--- config.mk ---
export PLATFORM = sky130hd
export DESIGN_NAME = dsws_sqrt
export DESIGN_NICKNAME = d
export VERILOG_FILES = /design/src/rtl/dsws_pkg.sv /design/src/rtl/dsws_sqrt.sv
export SDC_FILE = /design/constraint.sdc
export NUM_CORES = 1
export LEC_CHECK = 0
export ABC_AREA = 1
export BUFFER_PORTS_ARGS = -buffer_cell sky130_fd_sc_hd__buf_2
export CAP_MARGIN = 20
export CORE_MARGIN = 4
export CORE_UTILIZATION = 40
export CTS_BUF_LIST = sky130_fd_sc_hd__clkbuf_8
export DETAILED_ROUTE_END_ITERATION = 12
export SETUP_SLACK_MARGIN = 0.4
export SYNTH_ARGS = -nofsm -noshare
export SYNTH_HDL_FRONTEND = slang
export SYNTH_SLANG_ARGS = --single-unit
--- constraint.sdc ---
create_clock -name clk -period 2.4 [get_ports clk]
set_input_delay 0.12 -clock clk [delete_from_list [all_inputs] [get_ports clk]]
set_output_delay 0.12 -clock clk [all_outputs]
set_load 0.03 [all_outputs]
--- src/rtl/dsws_pkg.sv ---
// ----------------------------------------------------------------------------
// dsws_pkg
// Shared constants, codes and types of the depth sphere window scorer.
// ----------------------------------------------------------------------------
`default_nettype none

package dsws_pkg;

	// frame geometry
	localparam int FRAME_WIDTH  = 640;
	localparam int FRAME_HEIGHT = 480;
	localparam int FRAME_CELLS  = FRAME_WIDTH * FRAME_HEIGHT;
	localparam int ADDR_W       = $clog2(FRAME_CELLS);
	localparam int DIM_LIM      = (FRAME_WIDTH > FRAME_HEIGHT) ? FRAME_WIDTH : FRAME_HEIGHT;
	localparam int DIM_W        = $clog2(DIM_LIM + 1);

	// field widths
	localparam int COL_W  = 10;
	localparam int ROW_W  = 9;
	localparam int CRD_W  = 24;
	localparam int CFG_W  = 16;
	localparam int GRID_W = 7;
	localparam int CNT_W  = 13;
	localparam int GREY_W = 8;
	localparam int GRID_MAX = 64;

	// arithmetic unit widths
	localparam int DVD_W  = 44;   // divider dividend / quotient
	localparam int DVS_W  = 25;   // divider divisor
	localparam int RAD_W  = 32;   // root radicand
	localparam int ROOT_W = RAD_W / 2;
	localparam int MUL_W  = 25;
	localparam int PROD_W = 2 * MUL_W;

	typedef enum logic {
		OP_LOAD  = 1'b0,
		OP_QUERY = 1'b1
	} op_t;

	typedef enum logic [1:0] {
		CFG_SPHERE_RADIUS = 2'd0,
		CFG_DEPTH_TOL     = 2'd1,
		CFG_PIXEL_SCALE   = 2'd2,
		CFG_SAMPLE_GRID   = 2'd3
	} cfg_idx_t;

	typedef struct packed {
		logic signed [CRD_W-1:0] x;
		logic signed [CRD_W-1:0] y;
		logic signed [CRD_W-1:0] z;
		logic                    valid;
	} point_t;

endpackage

`default_nettype wire

--- src/rtl/dsws_sqrt.sv ---
// ----------------------------------------------------------------------------
// dsws_sqrt
// Digit-by-digit integer square root, one root bit per cycle, with remainder.
// ----------------------------------------------------------------------------
`default_nettype none

module dsws_sqrt (
	input  wire logic                         clk,
	input  wire logic                         arst_n,
	input  wire logic                         go,
	input  wire logic [dsws_pkg::RAD_W-1:0]   radicand,
	output logic                              done,
	output logic [dsws_pkg::ROOT_W-1:0]       root,
	output logic [dsws_pkg::ROOT_W:0]         rem
);
	import dsws_pkg::*;

	localparam int CNT_BITS = $clog2(ROOT_W + 1);

	logic [RAD_W-1:0]    rad_q;
	logic [ROOT_W-1:0]   root_q;
	logic [ROOT_W:0]     rem_q;
	logic [CNT_BITS-1:0] cnt_q;
	logic                run_q;
	logic                done_q;

	logic [ROOT_W+2:0]   rem_sh;
	logic [ROOT_W+2:0]   trial;
	logic                ge;
	logic [ROOT_W+2:0]   diff;

	always_comb begin
		rem_sh = {rem_q, rad_q[RAD_W-1 -: 2]};
		trial  = {1'b0, root_q, 2'b01};
		ge     = rem_sh >= trial;
		diff   = rem_sh - trial;
	end

	always_ff @(posedge clk or negedge arst_n) begin
		if (!arst_n) begin
			cnt_q  <= '0;
			run_q  <= 1'b0;
			done_q <= 1'b0;
		end else begin
			done_q <= 1'b0;
			if (go) begin
				cnt_q <= CNT_BITS'(ROOT_W);
				run_q <= 1'b1;
			end else if (run_q) begin
				cnt_q <= cnt_q - 1'b1;
				if (cnt_q == CNT_BITS'(1)) begin
					run_q  <= 1'b0;
					done_q <= 1'b1;
				end
			end
		end
	end

	always_ff @(posedge clk) begin
		if (go) begin
			rad_q  <= radicand;
			root_q <= '0;
			rem_q  <= '0;
		end else if (run_q) begin
			rad_q  <= {rad_q[RAD_W-3:0], 2'b00};
			root_q <= {root_q[ROOT_W-2:0], ge};
			rem_q  <= ge ? diff[ROOT_W:0] : rem_sh[ROOT_W:0];
		end
	end

	assign done = done_q;
	assign root = root_q;
	assign rem  = rem_q;

endmodule

`default_nettype wire

======== Word-level counts from Yosys, hierarchy flattened ========
Cells that the tools add are included.
cells by class
  bitwise operators ....................... 0
  muxes and demuxes ....................... 11
  eq/ne operators ......................... 1
  magnitude comparators ................... 1
  multiply operators ...................... 0
  shifts and indexed selects .............. 0
  $add $sub $neg .......................... 2
  reductions and logical operators ........ 1
  divide/modulo/power cells ............... 0
operator list
  cell                 count
  $mux 32              2
  $ge 19x18->1         1
  $mux 17              1
  $sub 17x17->17       1
  $mux 5               2
  $mux 1               6
  $eq 5x1->1 const B   1
  $sub 5x1->5 const B  1
  $reduce_bool 2->1    1
storage, ports and cells
  bits in writable memories ............... 0
  register bits ........................... 72
  word-level logic and storage cells ...... 22
  memories ................................ 0
  input port bits ......................... 35
  ROM bits ................................ 0
  output and inout port bits .............. 34
  bits in latches ......................... 0

======== Longest topological paths before layout ========
Gate-level depths: netlist of run 1.
  word-level depth ........................ 4
  depth in mapped cells ................... 15
  gate-level depth less buffers ........... 14

======== Worst setup path before layout of run 1 ========
No wires, ideal clock.
  path kind ............................... in2reg
  from .................................... in go
  to ...................................... reg rad_q[0] (enable)
  stages on the path ...................... 4
  buffers on the path ..................... 2
  slack ................................... 264 ps
  setup time .............................. 409 ps
  data required time ...................... 1991 ps
  arrival ................................. 1727 ps
  cells stage by stage .................... clkbuf_1 > nor2_2 > inv_2 > buf_1
between the ends
  word-level cells in the longest chain between the ends .. 1
ends and longest elaborated chain
  what                                RTL line         text
  start, declared                     dsws_sqrt.sv:10  input wire logic go,
  $reduce_bool 2->1 (no source line)  --
  end signal, assigned                dsws_sqrt.sv:61  rad_q <= radicand;
  end signal, assigned                dsws_sqrt.sv:65  rad_q <= {rad_q[RAD_W-3:0], 2'b00};
  end, declared                       dsws_sqrt.sv:20  logic [RAD_W-1:0] rad_q;
Every way passes these cells.
A chain may end at the register's enable or synchronous reset.

======== Worst setup path in the final report of run 1 ========
  from .................................... reg rem_q[8] (netlist: rem[8])
  to ...................................... reg rem_q[3] (netlist: rem[3])
between the ends
  word-level cells in the longest chain between the ends .. 2
ends and longest elaborated chain
  what                    RTL line         text
  start, declared         dsws_sqrt.sv:22  logic [ROOT_W:0] rem_q;
  start signal, assigned  dsws_sqrt.sv:67  rem_q <= ge ? diff[ROOT_W:0] : rem_sh[ROOT_W:0];
  $ge 19x18->1            dsws_sqrt.sv:35  ge = rem_sh >= trial;
  $mux 17                 dsws_sqrt.sv:67
Every way passes these cells.

==> summary.txt, run 1 <==
Global routing
  – Grt ovf: 0
  – Pin count of the biggest net entering global routing: 42
  – Total track usage: between 15 and 20%
  – First-pass GRT wire length: roughly 17 mm
  – Initial antenna violation count: 0
  – Vias in the first global route: between 3k and 4k

Floorplan
  – Die height: between 100 and 150 microns
  – Starting Density: between 40% and 50%
  – Rows: 37
  – # IOs: 69
  – Full die area: ~0.012 sq mm
  – Core Region: approximately 0.01 sq mm
  – Die Wd: ~110 microns

Drt
  – Via/cell ratio: roughly 4.8
  – Detail Route Antenna Nets: 0
  – DR WL/cell: approximately 13 microns
  – DR vias: around 3.8k
  – Initial DRC Count: between 200 and 250
  – Post-route DRC: 0
  – Final WL: between 10 and 15 mm
  – Drt first pass iters: 4

Cells and area
  – Share of cells above drive strength 1: between 20% and 30%
  – NumNets Final: about 700
  – Area Growth Syn to Fin: 22.6%
  – Final non-filler cell total: roughly 800
  – FF+latch area: 0.00181 sq mm
  – Area of the multi-input gates: 0.00216 sq mm
  – Fin area: 0.00514 sq mm
  – Fill cell count: just over 1k
  – Util after Layout: about 50%
  – ANT cells: 0

Synthesis
  – Asr flop ratio synth: 9.72%
  – Xor-xnor portion of the synthesized cell area: under 10%
  – Post-synthesis cell area: roughly 0.0042 sq mm
  – Compound-gate portion of the synthesized area: roughly 5.5%
  – Mux share of post-synthesis cell area: 0%
  – Post-synth EDFFs: 32
  – Post-Syn Nets: 628
  – Number of distinct library cells after synthesis: 31
  – Simple-gate share of the synthesized area: about a third
  – Largest family of logic cells by synthesized area: simple AND/OR/NAND/NOR gates
  – Sequential fraction of the synthesis area: between 40% and 50%
  – Top FF cell, synth: dfxtp_1
  – Synth warnings: 0
  – Synth Area per Inst: 7.32 sq um
  – Post-Synth Adder-Cell Area: under 10%
  – #FFs+latches synth: 72
  – Synth Instances: around 570

Worst setup path
  – Most common cell on crit path: nand2_1
  – Crit-path cells: ha_4 -> nand2_2 -> inv_2 -> a21oi_4 -> nand2_1 -> nand2_2 -> nand4_4 -> clkbuf_16 -> nand2_1 -> nand2_1 -> nand2_1 -> nand2_1
  – WP data required: roughly 2.7 ns
  – Critical Path Max Stage Delay: between 0.4 and 0.5 ns
  – CP max FO: 9
  – CP arrival: around 2.2 ns
  – Slowest CP cell: dfxtp_1
  – Worst path bufs/invs: 2
  – Reg2reg setup slack: just over 0.5 ns
  – CP Capture Type: flip-flop
  – Startpoint Class: flip-flop
  – R2R Path End: rem[3]
  – Crit Path Class: flip-flop to flip-flop
  – CP delay by family, top: simple AND/OR/NAND/NOR gates
  – RR Startpoint: rem[8]
  – R2R depth: 12

Placement
  – PortBufs: 68
  – Placed Instance Area: 0.00468 sq mm
  – HPWL Detailed: 7.31 mm
  – Setup slack after placement: 0.340 ns
  – Placed insts: 767
  – GP Congestion: approximately 0.90

Clock network
  – Clock root cell: clkbuf_8
  – Reg clk slew, reported paths: roughly 0.090 ns
  – CTS Buf Count: 9
  – Clock H-tree levels: 3
  – CTS tree: built
  – CTS max path bufs: 2
  – Worst-Skew Late Latency: roughly 0.35 ns
  – Clock sink count: 72

Timing
  – Skew final: 0.00924 ns
  – Max transition margin: approximately 61%
  – Hold_ws: 0.0172 ns
  – Final Cycle Share: between 70 and 80%
  – Worst Tran Pin Value: 0.586 ns
  – Post-Route Setup TNS: 0 ns
  – Final Setup Violations: 0
  – Tmin final: ~1.9 ns
  – Hold Violations, Final: 0
  – RSZ-0062 raised after global routing: yes
  – Max Slew Vio Count: 0
  – Max Freq: between 0.5 and 0.6 GHz
  – Setup ws final: 0.505 ns

Power
  – Leakage power total: roughly 2.7 nW
  – Design Power: 6.59 mW
  – VDD IR max: just under 0.0007 V
  – PD cells: between 1000 and 1500 mW/mm^2

Min path
  – Hold EP: rad_q[1]
  – Min-delay worst type: input port to flip-flop
  – Worst hold path depth: 3
  – Hold_sp: radicand[1]

Run
  – Maxcap violations: 0

Outcome
  – Outcome: finished clean
## Yosys cell counts, types with 2 or more instances
master / number / area (sq um)
buf_1: 2 / 7.51
clkbuf_1: 8 / 30.0
edfxtp_1: 32 / 961
nor2_4: 3 / 33.8
nand3_1: 35 / 175
inv_1: 74 / 278
ha_1: 20 / 250
o21ai_0: 8 / 40.0
dfxtp_1: 33 / 661
nor2_2: 4 / 25.0
nand3b_1: 2 / 15.0
nor2_1: 22 / 82.6
xor2_1: 7 / 61.3
dfrtp_1: 7 / 175
nand2_1: 245 / 920
nand2_2: 10 / 62.6
nand3_2: 7 / 70.1
buf_2: 2 / 10.0
nand4_1: 6 / 37.5
o22ai_1: 16 / 100
inv_2: 7 / 26.3
buf_4: 3 / 22.5
a21oi_1: 12 / 60.1
## logic make-up (layout without fill, tap and decap cells)
group                      count (synthesis)  after routing
and+or+nand+nor                          338            338
DFF                                       72             72
AOI/OAI and AO/OA                         39             39
xor gates and xnor gates                   7              7
adders and majority gates                 20             20
buffers and inverters                     97            176
## worst max-delay path by stage
stage	from	endpoint	slack, ns	cells after the start
finish	rem[8]	rem[3]	0.50	12
global route	root[0]	rem[6]	0.39	11
CTS	root[13]	rem[1]	0.47	12
detailed placement	root[7]	rem[5]	0.34	12
global placement	root[7]	rem[8]	0.35	12
floorplan	root[0]	rem[12]	0.42	12
## state kept, by name, summed over array words and instances, names as in the netlist
name and flops:
run_q 1, rad_q 32, done 1, cnt_q 5, root 16, rem 17
## worst min-delay path: cells and delay by family
kind,cells,cell delay [ns]
and+or+nand+nor,1,0.04
buffers and inverters,2,0.11
## timing repair
action                                  in CTS  in global routing
buffers inserted                             3                  0
pin swaps                                    1                  3
cloned                                       0                  1
endpoints found under the setup margin      18                 18
hold buffers                                 1                  0
endpoints found under the hold margin        7                  0
resized for setup                            1                 26
## area by class of cell
class / instances / area share (%)
Tap cell: 136 / 3.31
Inverter: 81 / 5.92
Timing Repair Buffer: 79 / 9.18
Clock inverter: 7 / 1.90
Clock buffer: 9 / 2.41
Multi-Input combinational cell: 404 / 42.1
Sequential cell: 72 / 35.2
## placed cells by master, fill, tap and decap left out, types with 2 or more instances in the layout
master and count:
edfxtp_1 32, clkinv_4 2, o22ai_1 16, ha_2 4, buf_2 68, xor2_1 7, buf_4 6, nand2_1 244
a21oi_1 12, dfxtp_2 9, nor2_1 21, bufinv_16 2, nand3b_1 2, dfrtp_1 7, nor2_4 4, inv_2 8
nand4_1 6, clkbuf_8 9, nand2_2 10, nor2_2 4, ha_4 11, buf_12 2, inv_1 74, ha_1 5
dfxtp_1 24, nand3_1 35, o21ai_0 8, nand3_2 7
## per-layer routing
metal / wire length (microns) / track usage [%] / share of wire, %
met5: 0 / 0 / 0
met4: 156 / 4.31 / 1.5
met3: 549 / 4.83 / 5.4
met1: 4770 / 22.5 / 47
met2: 4710 / 29.2 / 46
## power by group
part	internal, mW	switching [mW]
sequential	1.51	0.186
clock	0.589	0.518
combinational	1.46	2.33
total	3.56	3.04
No activity file was read; power rests on OpenSTA's default activity.
==> inputs of run 2 (changes only) <==
Settings changed: ABC_AREA 1 to 0.
Clock period 2.4 ns to 1.6 ns, I/O delays scaled along.
==> run 2 against run 1 <==
Against the previous run: the flow now finishes with violations (negative setup slack); worst setup slack worse by 1.2 ns; global-route usage is 0.52 points lower; die area down 5.9%; sequential power grew 52%; cell area is 9.2% higher; utilization is 9.6 points higher; wire length fell by 5.4%; clock skew is 0.00079 ns lower; register-to-register slack got worse by 1.2 ns; via count down 12%; flip-flop and latch count stayed put; critical endpoint is now rem[10]; largest power group unchanged; highest routed layer unchanged.
==> summary.txt, run 2 <==
Floorplan
  – Starting Density: between 40% and 50%
  – Rows: 35
  – Core Region: 0.00942 sq mm
  – Die height: between 100 and 150 microns
  – Die Wd: 107 microns
  – # IOs: between 60 and 70
  – Full die area: approximately 0.011 sq mm

Power
  – PD cells: between 1500 and 2000 mW/mm^2
  – Leakage power total: around 2.6 nW
  – VDD IR max: about 0.00075 V

Cells and area
  – Share of cells above drive strength 1: between 50% and 60%
  – Fin area: between 0.005 and 0.006 sq mm
  – Commonest non-fill, non-tap cells in the layout: 88 x buf_4, 68 x buf_2, 39 x nor2_1
  – NumNets Final: just under 600
  – Max reg flops: 32
  – Area Growth Syn to Fin: 43.0%
  – ANT cells: 0
  – Commonest non-fill, non-tap cell in the layout: buf_4
  – Most flops, register: rad_q
  – Util after Layout: 59.6%

Synthesis
  – Number of distinct library cells after synthesis: 56
  – Synth Instances: 365
  – Post-Syn Nets: 420
  – Asr flop ratio synth: around a tenth
  – Post-synthesis cell area: 0.00393 sq mm
  – Post-synth EDFFs: 32
  – Yosys top cell by area: edfxtp_1
  – Top cells by count, synth: 40 x nor2_1, 33 x dfxtp_1, 32 x edfxtp_1, 30 x mux2_2, 27 x mux2i_1
  – Synth area leaders: edfxtp_1 24%, dfxtp_1 17%, mux2_2 8.6%
  – Synth Area per Inst: between 10 and 15 sq um
  – Synth warnings: 0
  – Sequential fraction of the synthesis area: between 40 and 50%
  – Share of the synthesized area in the top cell type: 24.5%
  – Top FF cell, synth: dfxtp_1
  – Cell with the most instances after synthesis: nor2_1
  – #FFs+latches synth: 72

Global routing
  – Grt ovf: 0
  – Initial antenna violation count: 0
  – Vias in the first global route: between 3k and 4k
  – Total track usage: 17.0%
  – First-pass GRT wire length: between 15 and 20 mm
  – Pin count of the biggest net entering global routing: 28

Clock network
  – Clock H-tree levels: 3
  – CTS Buf Count: 9
  – CTS max path bufs: 2
  – Clock root cell: clkbuf_8
  – CTS tree: built
  – Clock sink count: slightly above 70
  – Worst-Skew Late Latency: approximately 0.35 ns
  – Reg clk slew, reported paths: approximately 0.080 ns

Timing
  – Skew final: 0.00845 ns
  – Tmin final: roughly 2.3 ns
  – RSZ-0062 raised after global routing: yes
  – Max transition margin: roughly 61%
  – Worst Tran Pin Value: roughly 0.58 ns
  – Max Freq: 0.434 GHz
  – Max Slew Vio Count: 0
  – Final Setup Violations: 18
  – Hold_ws: ~0.021 ns
  – Hold Violations, Final: 0
  – Setup ws final: -0.703 ns
  – Final Cycle Share: 144%

Placement
  – Placed Instance Area: around 0.0052 sq mm
  – GP Congestion: 0.857
  – HPWL Detailed: roughly 7 mm
  – PortBufs: 68

Min path
  – Min-delay worst type: input port to flip-flop

Drt
  – Via/cell ratio: 4.99
  – Drt first pass iters: 4
  – Final WL: slightly below 10 mm
  – DR vias: roughly 3.3k
  – Detail Route Antenna Nets: 0
  – Post-route DRC: 0
  – Initial DRC Count: roughly 120
  – DR WL/cell: around 15 microns

Worst setup path
  – CP Capture Type: flip-flop
  – CP max FO: 8
  – WP data required: ~1.8 ns
  – CP arrival: around 2.5 ns
  – Startpoint Class: flip-flop
  – Crit Path Class: flip-flop to flip-flop

Run
  – Maxcap violations: 0

Outcome
  – Failing checks: negative setup slack
  – Outcome: complete, but fails checks
==> run 2: cell count changes after synthesis, sizes merged, moves of 11 or more <==
cell    previous run  this run
nor2              29        40
o22ai             16         0
nand2            255        17
mux2               0        31
mux2i              0        27
xnor2              0        13
a211oi             0        15
nand3             42         4
inv               81        21
==> run 2: power breakdown <==
| part | total (mW) | leakage (nW) | internal [mW] | switching [mW] |
|---|---|---|---|---|
| sequential | 2.57 | 0.705 | 2.33 | 0.241 |
| clock | 1.31 | 0.0912 | 0.565 | 0.744 |
| combinational | 6.36 | 1.80 | 3.32 | 3.04 |
| total | 10.2 | 2.59 | 6.22 | 4.02 |
==> run 2: worst paths after layout <==
| path | start | end | slack [ns] | cells after the start |
|---|---|---|---|---|
| setup / recovery | root[0] | rem[10] | -0.70 | 11 |
| hold / removal | radicand[14] | rad_q[14] | 0.02 | 2 |
| setup reg to reg | root[0] | rem[10] | -0.70 | 11 |
| hold reg to reg | cnt_q[4] | cnt_q[4] | 0.53 | 2 |
| max in group asynchronous | arst_n | run_q | 1.35 | 2 |
| min in group asynchronous | arst_n | cnt_q[0] | 0.08 | 2 |
==> run 2: area by class of cell <==
cell class / count / area [sq um]
Multi-Input combinational cell: 253 / 2170
Timing Repair Buffer: 171 / 1190
Clock inverter: 7 / 47.5
Clock buffer: 9 / 124
Sequential cell: 72 / 1840
Inverter: 21 / 78.8
Fill cell: 803 / 3800
Tap cell: 129 / 161
==> run 2: cells by family after synthesis <==
kind of cell	after synthesis	share of synthesized area, %
AO/OA/AOI/OAI	66	12.7
XOR/XNOR	17	3.79
multiplexers	58	15.9
buffers and inverters	41	4.37
adder cells (fa/ha/maj)	20	6.38
AND/OR/NAND/NOR	91	11.2
flip-flops	72	45.8
==> run 2: worst max-delay path, stage by stage (launching register included) <==
cell      delay (ns)
dfxtp_4         0.35
inv_2           0.04
ha_4            0.26
nor2_2          0.03
o31ai_2         0.23
buf_4           0.15
o2111a_2        0.25
o41ai_4         0.08
o21ai_4         0.30
buf_6           0.21
mux2i_1         0.22
a211oi_2        0.09
==> run 2: what timing repair did <==
item,CTS,global route
pin swaps,22,6
setup endpoints to repair,62,58
cloned,1,0
resized for setup,27,18
hold buffers,3,0
buffers inserted,8,1
endpoints found under the hold margin,9,0
==> run 2: through the flow <==
step	instances	power, mW	TNS (ns)	worst slack (ns)
4_1_cts	661	10.1	-12.04	-0.702
3_5_place_dp	633	8.24	-14.33	-0.872
6_report	662	10.2	-11.94	-0.703
3_3_place_gp	633	8.13	-13.49	-0.797
2_1_floorplan	365	6.22	-12.36	-0.725
5_1_grt	662	10.9	-14.06	-0.825
==> run 2: layer usage <==
layer	share of wire, %	up-vias	GRT usage [%]
met3	3.8	11	2.77
met2	47	57	27.2
met1	48	1587	23.2
li1	-	1648	-
met4	1.3	0	5.94
met5	0	-	0
