## config.mk

```make
export PLATFORM = sky130hd
export DESIGN_NAME = dsws_div
export DESIGN_NICKNAME = d
export VERILOG_FILES = /design/src/rtl/dsws_pkg.sv /design/src/rtl/dsws_div.sv
export SDC_FILE = /design/constraint.sdc
export NUM_CORES = 1
export LEC_CHECK = 0
export BUFFER_PORTS_ARGS = -buffer_cell sky130_fd_sc_hd__buf_2
export CAP_MARGIN = 0
export CORE_ASPECT_RATIO = 1.5
export CORE_MARGIN = 4
export CORE_UTILIZATION = 40
export DETAILED_ROUTE_END_ITERATION = 10
export SLEW_MARGIN = 20
export SYNTH_ARGS = -nofsm -noshare
export SYNTH_HDL_FRONTEND = slang
export SYNTH_SLANG_ARGS = --single-unit
```

## constraint.sdc

```tcl
create_clock -name clk -period 3 [get_ports clk]
set_input_delay 0.15 -clock clk [delete_from_list [all_inputs] [get_ports clk]]
set_output_delay 0.15 -clock clk [all_outputs]
set_load 0.01 [all_outputs]
```

## src/rtl/dsws_pkg.sv

```systemverilog
// ----------------------------------------------------------------------------
// dsws_pkg
// Shared constants, codes and types of the depth sphere window scorer.
// ----------------------------------------------------------------------------
`default_nettype none

package dsws_pkg;

	// frame geometry
	localparam int FRAME_WIDTH  = 640;
	localparam int FRAME_HEIGHT = 480;
	localparam int FRAME_CELLS  = FRAME_WIDTH * FRAME_HEIGHT;
	localparam int ADDR_W       = $clog2(FRAME_CELLS);
	localparam int DIM_LIM      = (FRAME_WIDTH > FRAME_HEIGHT) ? FRAME_WIDTH : FRAME_HEIGHT;
	localparam int DIM_W        = $clog2(DIM_LIM + 1);

	// field widths
	localparam int COL_W  = 10;
	localparam int ROW_W  = 9;
	localparam int CRD_W  = 24;
	localparam int CFG_W  = 16;
	localparam int GRID_W = 7;
	localparam int CNT_W  = 13;
	localparam int GREY_W = 8;
	localparam int GRID_MAX = 64;

	// arithmetic unit widths
	localparam int DVD_W  = 44;   // divider dividend / quotient
	localparam int DVS_W  = 25;   // divider divisor
	localparam int RAD_W  = 32;   // root radicand
	localparam int ROOT_W = RAD_W / 2;
	localparam int MUL_W  = 25;
	localparam int PROD_W = 2 * MUL_W;

	typedef enum logic {
		OP_LOAD  = 1'b0,
		OP_QUERY = 1'b1
	} op_t;

	typedef enum logic [1:0] {
		CFG_SPHERE_RADIUS = 2'd0,
		CFG_DEPTH_TOL     = 2'd1,
		CFG_PIXEL_SCALE   = 2'd2,
		CFG_SAMPLE_GRID   = 2'd3
	} cfg_idx_t;

	typedef struct packed {
		logic signed [CRD_W-1:0] x;
		logic signed [CRD_W-1:0] y;
		logic signed [CRD_W-1:0] z;
		logic                    valid;
	} point_t;

endpackage

`default_nettype wire

```

## src/rtl/dsws_div.sv

```systemverilog
// ----------------------------------------------------------------------------
// dsws_div
// Restoring divider, one quotient bit per cycle.
// ----------------------------------------------------------------------------
`default_nettype none

module dsws_div (
	input  wire logic                        clk,
	input  wire logic                        arst_n,
	input  wire logic                        go,
	input  wire logic [dsws_pkg::DVD_W-1:0]  dividend,
	input  wire logic [dsws_pkg::DVS_W-1:0]  divisor,
	output logic                             done,
	output logic [dsws_pkg::DVD_W-1:0]       quotient
);
	import dsws_pkg::*;

	localparam int CNT_BITS = $clog2(DVD_W + 1);

	logic [DVD_W-1:0]    quo_q;
	logic [DVS_W-1:0]    rem_q;
	logic [DVS_W-1:0]    dvs_q;
	logic [CNT_BITS-1:0] cnt_q;
	logic                run_q;
	logic                done_q;

	logic [DVS_W:0]      sh;
	logic                ge;
	logic [DVS_W:0]      diff;

	always_comb begin
		sh   = {rem_q, quo_q[DVD_W-1]};
		ge   = sh >= {1'b0, dvs_q};
		diff = sh - {1'b0, dvs_q};
	end

	always_ff @(posedge clk or negedge arst_n) begin
		if (!arst_n) begin
			cnt_q  <= '0;
			run_q  <= 1'b0;
			done_q <= 1'b0;
		end else begin
			done_q <= 1'b0;
			if (go) begin
				cnt_q <= CNT_BITS'(DVD_W);
				run_q <= 1'b1;
			end else if (run_q) begin
				cnt_q <= cnt_q - 1'b1;
				if (cnt_q == CNT_BITS'(1)) begin
					run_q  <= 1'b0;
					done_q <= 1'b1;
				end
			end
		end
	end

	always_ff @(posedge clk) begin
		if (go) begin
			quo_q <= dividend;
			rem_q <= '0;
			dvs_q <= divisor;
		end else if (run_q) begin
			quo_q <= {quo_q[DVD_W-2:0], ge};
			rem_q <= ge ? diff[DVS_W-1:0] : sh[DVS_W-1:0];
		end
	end

	assign done     = done_q;
	assign quotient = quo_q;

endmodule

`default_nettype wire

```

# After elaboration in Yosys (flattened, before gate mapping)
# Cells that the tools add are included.
[op_classes]
add_sub_neg = 2
order_cmp = 1
n_eq_ne = 1
n_mux = 11
n_reduce_logical = 1
[ops]
columns = ["operator", "count"]
rows = [
  ["2-to-1 mux 44 bit", 2],
  [">= comparator 26 x 25 -> 1 bit", 1],
  ["2-to-1 mux 25 bit", 1],
  ["subtractor 25 bit", 1],
  ["2-to-1 mux 6 bit", 2],
  ["== test 6 x 1 -> 1 bit, second input constant", 1],
  ["2-to-1 mux 1 bit", 6],
  ["subtractor 6 x 1 -> 6 bit, second input constant", 1],
  ["nonzero test 2 bit", 1],
]
[totals]
ff_bits = 102
in_bits = 72
output_inout_bits = 45

# Depth between registers and ports, before layout
# Gate-level depths: netlist of run 1.
[depth]
ltp_word = 4
depth_mapped = 14
ltp_nobuf = 12

# Worst setup path before layout of run 1
# No wires, ideal clock.
[synth_path]
path_type = "register -> register"
from = "reg quo_q[43], in the netlist quotient[43]"
to = "reg rem_q[23]"
setup_ns = 0.144
t_arrival_ns = 2.560
required_time_ns = 2.856
slack_ns = 0.297
path_stages_with_launch = 14
path_buffers = 1
period_less_slack_ns = 2.703
path_cell_list = "edfxtp_1 -> inv_1 -> ha_1 -> inv_1 -> fa_1 -> nand3_1 -> a21oi_1 -> o311ai_1 -> and3_1 -> o31a_1 -> buf_6 -> mux2_2 -> mux2i_1 -> a311oi_1"
[synth_between]
elab_chain_cells = 2
word_cells_on_any_way = 3
[synth_rtl]
columns = ["element", "line_no", "source"]
rows = [
  ["from (decl)", "dsws_div.sv:20", "logic [DVD_W-1:0] quo_q;"],
  ["from (signal assigned)", "dsws_div.sv:59", "quo_q <= dividend;"],
  ["from (signal assigned)", "dsws_div.sv:63", "quo_q <= {quo_q[DVD_W-2:0], ge};"],
  ["subtractor 25 bit or >= comparator 26 x 25 -> 1 bit (tied branches)", "dsws_div.sv:34, dsws_div.sv:33", ""],
  ["2-to-1 mux 25 bit *", "dsws_div.sv:64", "rem_q <= ge ? diff[DVS_W-1:0] : sh[DVS_W-1:0];"],
  ["to (signal assigned)", "dsws_div.sv:64", ""],
  ["to (decl)", "dsws_div.sv:21", "logic [DVS_W-1:0] rem_q;"],
]
# Every way passes the cells marked *; elsewhere a longest branch is shown, timed or not.
# A chain may end at the register's enable or synchronous reset.

# Final worst setup path of run 1
[layout_path]
from = "reg rem_q[12]"
to = "reg rem_q[17]"
[layout_between]
elab_chain_cells = 2
word_cells_on_any_way = 3
[layout_rtl]
columns = ["element", "line_no"]
rows = [
  ["subtractor 25 bit or >= comparator 26 x 25 -> 1 bit (tied branches)", "dsws_div.sv:34, dsws_div.sv:33"],
  ["2-to-1 mux 25 bit *", "dsws_div.sv:64"],
]
# Marked as above.

==> results.json, run 1 <==
{
  "status": "finished clean",
  "layout.nets": 737,
  "leakagePower_nw": 2.96,
  "power-per-cell-area_nw_per_um2": 791,
  "startpoint_type": "register",
  "gp_congestion": 0.859,
  "syn_inst": 492,
  "antenna_found_initial": 0,
  "die_h_um": 152,
  "drv_cap": 0,
  "synth_top_area_share_pct": 37.6,
  "ys_types": 56,
  "power.total_mw": 5.45,
  "num_rows": 52,
  "fin_ws_ns": 0.108,
  "drc_errors": 0,
  "synth_top_area_cell": "edfxtp_1",
  "diodes": 0,
  "achievable-frequency_mhz": 346,
  "clkPwrFrac_pct": 21.6,
  "maxSlewHeadroom_pct": 59.9,
  "synth_area_um2": 5510,
  "p_comb_share_pct": 42.5,
  "synthArstFlopShare_pct": 7.84,
  "critPathMaxFanout": 15,
  "start_util_pct": 40.7,
  "first_pass_iters": 4,
  "drive_gt1_share_pct": 33.0,
  "vias": 4293,
  "critPathArrivalTime_ns": 3.16,
  "io-pin-count": 117,
  "layoutNonFillerInstCount": 804,
  "final_antenna_net_count": 0,
  "grt_pass1_wl_um": 22300,
  "drv_slew": 0,
  "rsz0062_at_grt": "yes",
  "timing.final.crit_share_pct": 96.4,
  "coreArea_um2": 13500,
  "dp_hpwl_um": 9420,
  "first_global_vias": 4647,
  "place_ws_ns": 0.0608,
  "drt-total-wl_um": 13000,
  "placed_cell_area_um2": 6290,
  "cts_made_buffers": 9,
  "hp-class": "primary input to register",
  "drt_iter0_drc": 182,
  "synth-main-ff-cell": "edfxtp_1",
  "vdd_drop_max_uv": 335,
  "p_sw_mw": 2.00,
  "synth_edf_count": 69,
  "synth.top_cells.by_area": "edfxtp_1 38%, mux2_2 10%, dfxtp_1 9.1%, ha_1 6.1%, dfrtp_1 3.6%",
  "seqPwrFrac_pct": 35.8,
  "fin_area_um2": 6890,
  "yosysMostFrequentCell": "edfxtp_1",
  "swShare_pct": 36.6,
  "ys_warn_count": 0,
  "clk_pin_slew_worst_paths_ns": 0.08,
  "placedCellCount": 762,
  "cts_sinks": 102,
  "internal_power_mw": 3.45,
  "h-tree-depth": 3,
  "port_buffers": 116,
  "vias_per_cell": 5.34,
  "gr-total-overflow": 0,
  "synth_common_cells": "69 x edfxtp_1, 50 x mux2_2, 50 x nor2_1",
  "end_kind": "register",
  "required_ns": 3.27,
  "grt_use_total_pct": 17.3,
  "syn_to_final_growth_pct": 25.1,
  "grt_max_degree": 55,
  "syn_area_per_cell_um2": 11.2,
  "clockRootBuffer": "clkbuf_16",
  "die_w_um": 104,
  "post-route-min-period_ns": 2.89,
  "clockBufferDepth": 2,
  "ys_seq_area_share_pct": 50.3,
  "syn-num-nets": 592,
  "cts_tree": "done",
  "clock_latency_ns": 0.34,
  "worstMarginPinSlew_ns": 0.602,
  "skew_ns": 0.0124,
  "setup_viol": 0,
  "hold_violations": 0,
  "tns_ns": 0,
  "dieArea_um2": 15800,
  "path_class": "register to register",
  "wl_per_cell_um": 16.2,
  "ys_ff_latch": 102
}
[sequential cells by signal, indices dropped and copies added (netlist names)]
name	cells
dvs_q	25
rem_q	25
done	1
quotient	44
run_q	1
cnt_q	6
[path summary, 6_finish.rpt]
kind	from	endpoint	slack [ns]	cells after the start
max in group asynchronous	arst_n	cnt_q[5]	2.65	2
min in group asynchronous	arst_n	cnt_q[4]	0.19	2
max	rem_q[12]	rem_q[17]	0.11	10
min	dividend[41]	quotient[41]	0.10	2
max reg2reg	rem_q[12]	rem_q[17]	0.11	10
min reg2reg	rem_q[23]	rem_q[24]	0.50	2
[stage by stage]
step                      hold WS [ns]  utilization [%]
after detailed placement       0.00470             46.5
after global routing            0.0960             50.9
final                            0.101             50.9
after global placement       -0.000938             46.5
after floorplan                 -0.146                -
after CTS                      0.00127             50.6
[placed cells by master (no fill, tap or decap), types with 3 or more instances in the layout]
cell / synthesis / final
nand2b_1: 10 / 10
dlygate4sd3_1: 0 / 26
clkbuf_16: 0 / 9
a21oi_1: 25 / 24
nor2_1: 50 / 50
nor2b_1: 4 / 4
nand3_1: 8 / 7
inv_1: 36 / 36
a211oi_1: 19 / 19
edfxtp_1: 69 / 69
a21o_1: 6 / 6
mux2_2: 50 / 50
or3_1: 4 / 4
nor3_1: 5 / 4
xnor2_1: 11 / 11
dfxtp_1: 25 / 25
o21bai_1: 4 / 4
ha_1: 27 / 27
buf_2: 2 / 115
nand4_1: 4 / 4
buf_4: 1 / 13
a311oi_1: 7 / 7
o21ai_0: 15 / 15
nand2_1: 26 / 26
mux2i_1: 13 / 13
xor2_1: 10 / 10
and3_1: 3 / 3
dfrtp_1: 8 / 8
[what timing repair did]
action,in CTS,in global routing
buffers inserted,0,0
endpoints found under the setup margin,1,20
pin swaps,0,1
endpoints found under the hold margin,32,1
hold buffers,25,1
resized for setup,1,7
gates cloned,0,0
[cell families (layout without fill, tap and decap cells)]
logic type                 count (synthesis)  count (layout)  share of synthesized area (%)
xor gates and xnor gates                  21              21                           3.34
DFF                                      102             102                           50.3
and+or+nand+nor                          125             125                           10.8
adders and majority gates                 28              28                           6.50
buffers and inverters                     57             207                           4.27
AOI/OAI and AO/OA                         96              96                           12.2
muxes                                     63              63                           12.6
[power groups by stage]
stage          Combinational, mW  Sequential, mW  Clock, mW
6_report                    2.32            1.95       1.18
5_1_grt                     2.60            1.99       1.26
4_1_cts                     2.28            1.96       1.21
3_5_place_dp                2.24            1.98          0
3_3_place_gp                2.19            1.98          0
2_1_floorplan               1.68            1.97          0
[routing by layer]
metal / share of wire (%) / vias to the layer above / GRT usage (%)
met5: 0 / - / 0
met4: 1.8 / 0 / 6.65
met3: 6.3 / 18 / 4.45
met2: 51 / 124 / 31.3
met1: 41 / 2059 / 19.5
li1: - / 2092 / -
[area by class of cell]
type	count	area [um^2]
clock buffer	10	239
fill	1264	6640
clock inverter	6	63.8
sequential	102	2770
multi-input combinational	333	2540
tap	162	203
timing repair buffer	154	933
inverter	37	139
[critical path, stage by stage, from the launching register on]
cell	delay, ns
dfxtp_1	0.35
ha_1	0.42
and2_4	0.20
a41oi_1	0.14
o22a_1	0.24
and3_1	0.17
o31a_1	0.25
buf_4	0.17
buf_4	0.18
or4_1	0.52
a41oi_2	0.16
No activity file was read; power rests on OpenSTA's default activity.
==> run 2, diff against run 1 <==
CELL_PAD_IN_SITES_DETAIL_PLACEMENT = 0   (was unset)
CELL_PAD_IN_SITES_GLOBAL_PLACEMENT = 2   (was unset)
CORE_UTILIZATION = 35   (was 40)
GPL_ROUTABILITY_DRIVEN = 0   (was unset)
PLACE_DENSITY_LB_ADDON = 0.1   (was unset)
==> results.json, run 2 (same netlist as run 1, synthesis figures left out) <==
{
  "path_class": "register to register",
  "clk_pin_slew_worst_paths_ns": 0.08,
  "vias": 4257,
  "cts_made_buffers": 9,
  "first_global_vias": 4545,
  "power-per-cell-area_nw_per_um2": 806,
  "path_cells": "inv_1 > ha_1 > and2_4 > a41oi_1 > o22a_1 > and3_1 > o31a_1 > buf_12 > or4_1 > a41oi_2",
  "slowest_delay_ns": 0.52,
  "hp-class": "primary input to register",
  "drc_errors": 0,
  "dieArea_um2": 17900,
  "first_pass_iters": 7,
  "required_ns": 3.27,
  "drt-total-wl_um": 13500,
  "status": "finished clean",
  "port_buffers": 116,
  "die_h_um": 162,
  "reg2reg_from": "dvs_q[12]",
  "die_w_um": 110,
  "rsz0062_at_grt": "no",
  "cts_tree": "done",
  "grt_max_degree": 59,
  "start_util_pct": 36.1,
  "clockRootBuffer": "clkbuf_16",
  "drv_slew": 0,
  "leakagePower_nw": 2.99,
  "maxSlewHeadroom_pct": 53.2,
  "worstMarginPinSlew_ns": 0.701,
  "io-pin-count": 117,
  "critPathMaxFanout": 8,
  "num_rows": 55,
  "final_antenna_net_count": 0,
  "finalCoreUtilization_pct": 45.8,
  "critPathSlowestCell": "or4_1",
  "startpoint_type": "register",
  "hold_violations": 0,
  "fill_cells": 1536,
  "coreArea_um2": 15300,
  "h-tree-depth": 3,
  "drv_cap": 0,
  "diodes": 0,
  "final_cell_mix": "115 x buf_2, 69 x edfxtp_1, 50 x mux2_2, 50 x nor2_1, 36 x inv_1",
  "multi_input_area_um2": 2520,
  "grt_pass1_wl_um": 22500,
  "largest_reg_flops": 44,
  "vdd_drop_max_uv": 408,
  "seq_area_um2": 2770,
  "drive_gt1_share_pct": 33.3,
  "end_kind": "register",
  "skew_ns": 0.0123,
  "post-route-min-period_ns": 2.83,
  "mostFrequentLayoutCell": "buf_2",
  "achievable-frequency_mhz": 353,
  "hold_path_startpoint": "dividend[26]",
  "dp_hpwl_um": 10100,
  "critPathArrivalTime_ns": 3.10,
  "cts_sinks": 102,
  "timing.final.crit_share_pct": 94.3,
  "drt_iter0_drc": 166,
  "grt_use_total_pct": 15.4,
  "clock_latency_ns": 0.35,
  "vias_per_cell": 5.02,
  "cp-startpoint": "dvs_q[12]",
  "gr-total-overflow": 0,
  "antenna_found_initial": 0,
  "wl_per_cell_um": 15.9,
  "syn_to_final_growth_pct": 27.1,
  "clockBufferDepth": 2,
  "tns_ns": 0,
  "setup_viol": 0,
  "worst_hold_slack_ns": 0.0954,
  "layout.nets": 744
}
## run 2: cell types whose count changed in the layout (fill, tap and decap cells not counted), sizes merged
cell | previous run | this run
bufinv | 0 | 1
inv | 40 | 39
buf | 128 | 135
## run 2: where the power goes
group          internal (mW)  switching, mW  total (mW)
clock                  0.663          0.569        1.23
sequential              1.77          0.181        1.95
combinational           1.17           1.29        2.46
total                   3.61           2.04        5.64
## run 2: worst paths after layout
check / endpoint / slack (ns) / depth (start not counted)
setup / recovery: rem_q[17] / 0.17 / 10
hold / removal: quotient[26] / 0.1 / 2
setup reg to reg: rem_q[17] / 0.17 / 10
hold reg to reg: rem_q[5] / 0.51 / 2
max in group asynchronous: run_q / 2.67 / 2
min in group asynchronous: done / 0.16 / 2
## run 2: area by class of cell
cell class                      count  area share [%]
Inverter                           37            1.98
Clock buffer                       10            3.27
Tap cell                          199            3.56
Sequential cell                   102            39.6
Multi-Input combinational cell    333            36.0
Timing Repair Buffer              161            14.4
Clock inverter                      6            1.11
## run 2: metal layers
layer	vias up	part of all wire [%]	track usage [%]	wire (um)
li1	2115	-	-	-
met1	2022	41	17.8	5520
met2	103	51	27.7	6940
met3	17	6.1	4.47	828
met4	0	1.7	4.71	227
met5	-	0	0	0
## run 2: what timing repair did
item | in CTS | in global routing
setup endpoints to repair | 0 | 19
setup buffers | 0 | 2
hold buffers | 25 | 1
gates resized for setup | 0 | 6
endpoints found under the hold margin | 32 | 1
## run 2: metrics by stage
step	std cells	worst slack, ns	power (mW)	cell area [um^2]
after floorplan	492	0.297	3.65	5510
after CTS	845	0.0730	5.66	6950
final	848	0.171	5.64	7000
after detailed placement	804	0.0857	4.38	6400
after global routing	848	0.00788	6.07	7000
after global placement	804	0.101	4.38	6400
## run 2: worst max-delay path: cells and delay by family, from the launching register on
kind	cells	cell delay, ns
compound gates	4	0.90
buf+inv	2	0.20
fa+ha+maj	1	0.41
simple gates	3	0.90
flops	1	0.33
==> run 3, diff against run 2 <==
ABC_AREA = 1   (was unset)
CORE_UTILIZATION = 31   (was 35)
CTS_CLUSTER_SIZE = 24   (was unset)
==> results.json, run 3 <==
{
  "layoutNonFillerInstCount": 1280,
  "synth_xor_area_share_pct": 1.54,
  "synthMuxAreaShare_pct": 0,
  "mostFrequentLayoutCell": "nand2_1",
  "multi_input_area_um2": 2780,
  "post-route-min-period_ns": 2.51,
  "seq_area_um2": 2770,
  "synth_area_um2": 6250,
  "grt_max_degree": 47,
  "drv_slew": 0,
  "hold_violations": 0,
  "first_global_vias": 5870,
  "syn_to_final_growth_pct": 22.4,
  "clk_pin_slew_worst_paths_ns": 0.08,
  "ys_ff_latch": 102,
  "ys_seq_area_share_pct": 44.4,
  "yosysMostFrequentCell": "nand2_1",
  "cts_made_buffers": 9,
  "hp-class": "primary input to register",
  "maxSlewHeadroom_pct": 34.8,
  "largest_reg_flops": 44,
  "status": "finished clean",
  "dp_hpwl_um": 14300,
  "h-tree-depth": 3,
  "io-pin-count": 117,
  "critPathArrivalTime_ns": 2.63,
  "synth_top_area_cell": "edfxtp_1",
  "clockBufferDepth": 2,
  "achievable-frequency_mhz": 399,
  "syn_inst": 878,
  "path_class": "register to register",
  "cts_resized": 0,
  "tns_ns": 0,
  "rsz0062_at_grt": "no",
  "synth_top_family_by_area": "simple AND/OR/NAND/NOR gates",
  "antenna_found_initial": 0,
  "synth_edf_count": 69,
  "r2r_cells": 11,
  "drt-total-wl_um": 18900,
  "layout.nets": 1115,
  "start_util_pct": 31.6,
  "synth-main-ff-cell": "edfxtp_1",
  "hold_depth": 1,
  "synthArstFlopShare_pct": 7.84,
  "postCtsSetupBuffers": 0,
  "end_kind": "register",
  "wl_per_cell_um": 14.8,
  "synth_fa_ha_area_share_pct": 5.73,
  "critPathMaxFanout": 26,
  "grt_use_total_pct": 17.3,
  "final_antenna_net_count": 0,
  "worstMarginPinSlew_ns": 0.978,
  "clock_latency_ns": 0.36,
  "grt_pass1_wl_um": 30200,
  "num_rows": 63,
  "final_cell_mix": "401 x nand2_1, 155 x inv_1, 116 x buf_2",
  "setup_viol": 0,
  "drc_errors": 0,
  "synth_common_cells": "401 x nand2_1, 156 x inv_1, 69 x edfxtp_1",
  "syn-num-nets": 978,
  "vias": 5656,
  "finalCoreUtilization_pct": 38.7,
  "synth_simple_gate_area_share_pct": 35.1,
  "syn_area_per_cell_um2": 7.12,
  "drt_iter0_drc": 222,
  "ys_types": 32,
  "leakagePower_nw": 4.12,
  "worst_hold_slack_ns": 0.0256,
  "diodes": 0,
  "drive_gt1_share_pct": 14.7,
  "placedCellCount": 1240,
  "required_ns": 3.12,
  "startpoint_type": "register",
  "skew_ns": 0.0133,
  "synth.top_cells.by_area": "edfxtp_1 33%, nand2_1 24%, inv_1 9.4%, dfxtp_1 8.0%, ha_1 5.4%",
  "fill_cells": 2213,
  "ys_warn_count": 0,
  "dieArea_um2": 22500,
  "power.total_mw": 6.03,
  "synth_top_area_share_pct": 33.2,
  "cts_sinks": 102,
  "synth-compound-area-share_pct": 2.00,
  "port_buffers": 116,
  "ctsHoldBuffers": 24,
  "cts_tree": "done",
  "die_h_um": 182,
  "coreArea_um2": 19800,
  "clockRootBuffer": "clkbuf_16",
  "vdd_drop_max_uv": 284,
  "timing.final.crit_share_pct": 83.5,
  "power-per-cell-area_nw_per_um2": 788,
  "first_pass_iters": 4,
  "vias_per_cell": 4.42,
  "die_w_um": 124,
  "gr-total-overflow": 0,
  "drv_cap": 0
}
==> run 3: cell count changes after synthesis, moves of 9 or more <==
cell,delta
a211oi_1,-19
a21oi_1,-11
inv_1,+120
mux2_2,-50
mux2i_1,-13
nand2_1,+375
nand2b_1,-10
nand3_1,+40
nand4_1,+28
nor2_1,-12
o21ai_0,-10
xor2_1,-9
==> run 3: logic make-up (layout without fill, tap and decap cells) <==
| logic type | count (synthesis) | after routing |
|---|---|---|
| and+or+nand+nor | 534 | 534 |
| buffers and inverters | 181 | 323 |
| DFF | 102 | 102 |
| adders and majority gates | 28 | 28 |
| AOI/OAI and AO/OA | 22 | 22 |
| xor gates and xnor gates | 11 | 11 |
==> run 3: stage by stage <==
| step | cell area [um^2] | worst slack, ns |
|---|---|---|
| finish | 7650 | 0.494 |
| global route | 7650 | 0.265 |
| CTS | 7650 | 0.427 |
| detailed placement | 7120 | 0.434 |
| global placement | 7120 | 0.483 |
| floorplan | 6250 | 0.872 |
==> run 3: area by class of cell <==
class | count | area share, %
flip-flops and latches | 102 | 36.3
well taps | 260 | 4.25
clock buffers | 10 | 2.99
clock inverters | 6 | 0.818
repair buffers | 149 | 11.6
multi-input cells | 595 | 36.3
inverters | 158 | 7.75
==> run 3: final timing paths <==
check / end / slack (ns) / from
max in group asynchronous: cnt_q[5] / 2.65 / arst_n
worst max register to register: quotient[0] / 0.49 / rem_q[20]
worst min register to register: rem_q[8] / 0.48 / rem_q[8]
worst min-delay path: dvs_q[17] / 0.03 / divisor[17]
min in group asynchronous: cnt_q[4] / 0.16 / arst_n
worst max-delay path: quotient[0] / 0.49 / rem_q[20]
==> run 3: layer usage <==
| layer | GRT usage, % | vias to the layer above | routed length, um |
|---|---|---|---|
| met4 | 5.00 | 0 | 348 |
| met1 | 20.2 | 2545 | 7920 |
| met5 | 0 | - | 0 |
| met2 | 31.8 | 103 | 9980 |
| met3 | 2.90 | 16 | 643 |
| li1 | - | 2992 | - |
==> run 3: critical path, stage by stage, from the launching register on <==
cell     delay [ns]
dfxtp_1        0.34
ha_1           0.40
nand2_1        0.15
inv_1          0.05
nand2_1        0.06
nand2_1        0.08
nand2_1        0.07
nand2_1        0.08
a21oi_4        0.39
nand3_4        0.42
nand2_1        0.15
nand2_1        0.06
==> run 3: power by group <==
group	internal (mW)	switching, mW	total [mW]
combinational	1.02	1.84	2.87
clock	0.589	0.619	1.21
sequential	1.77	0.185	1.95
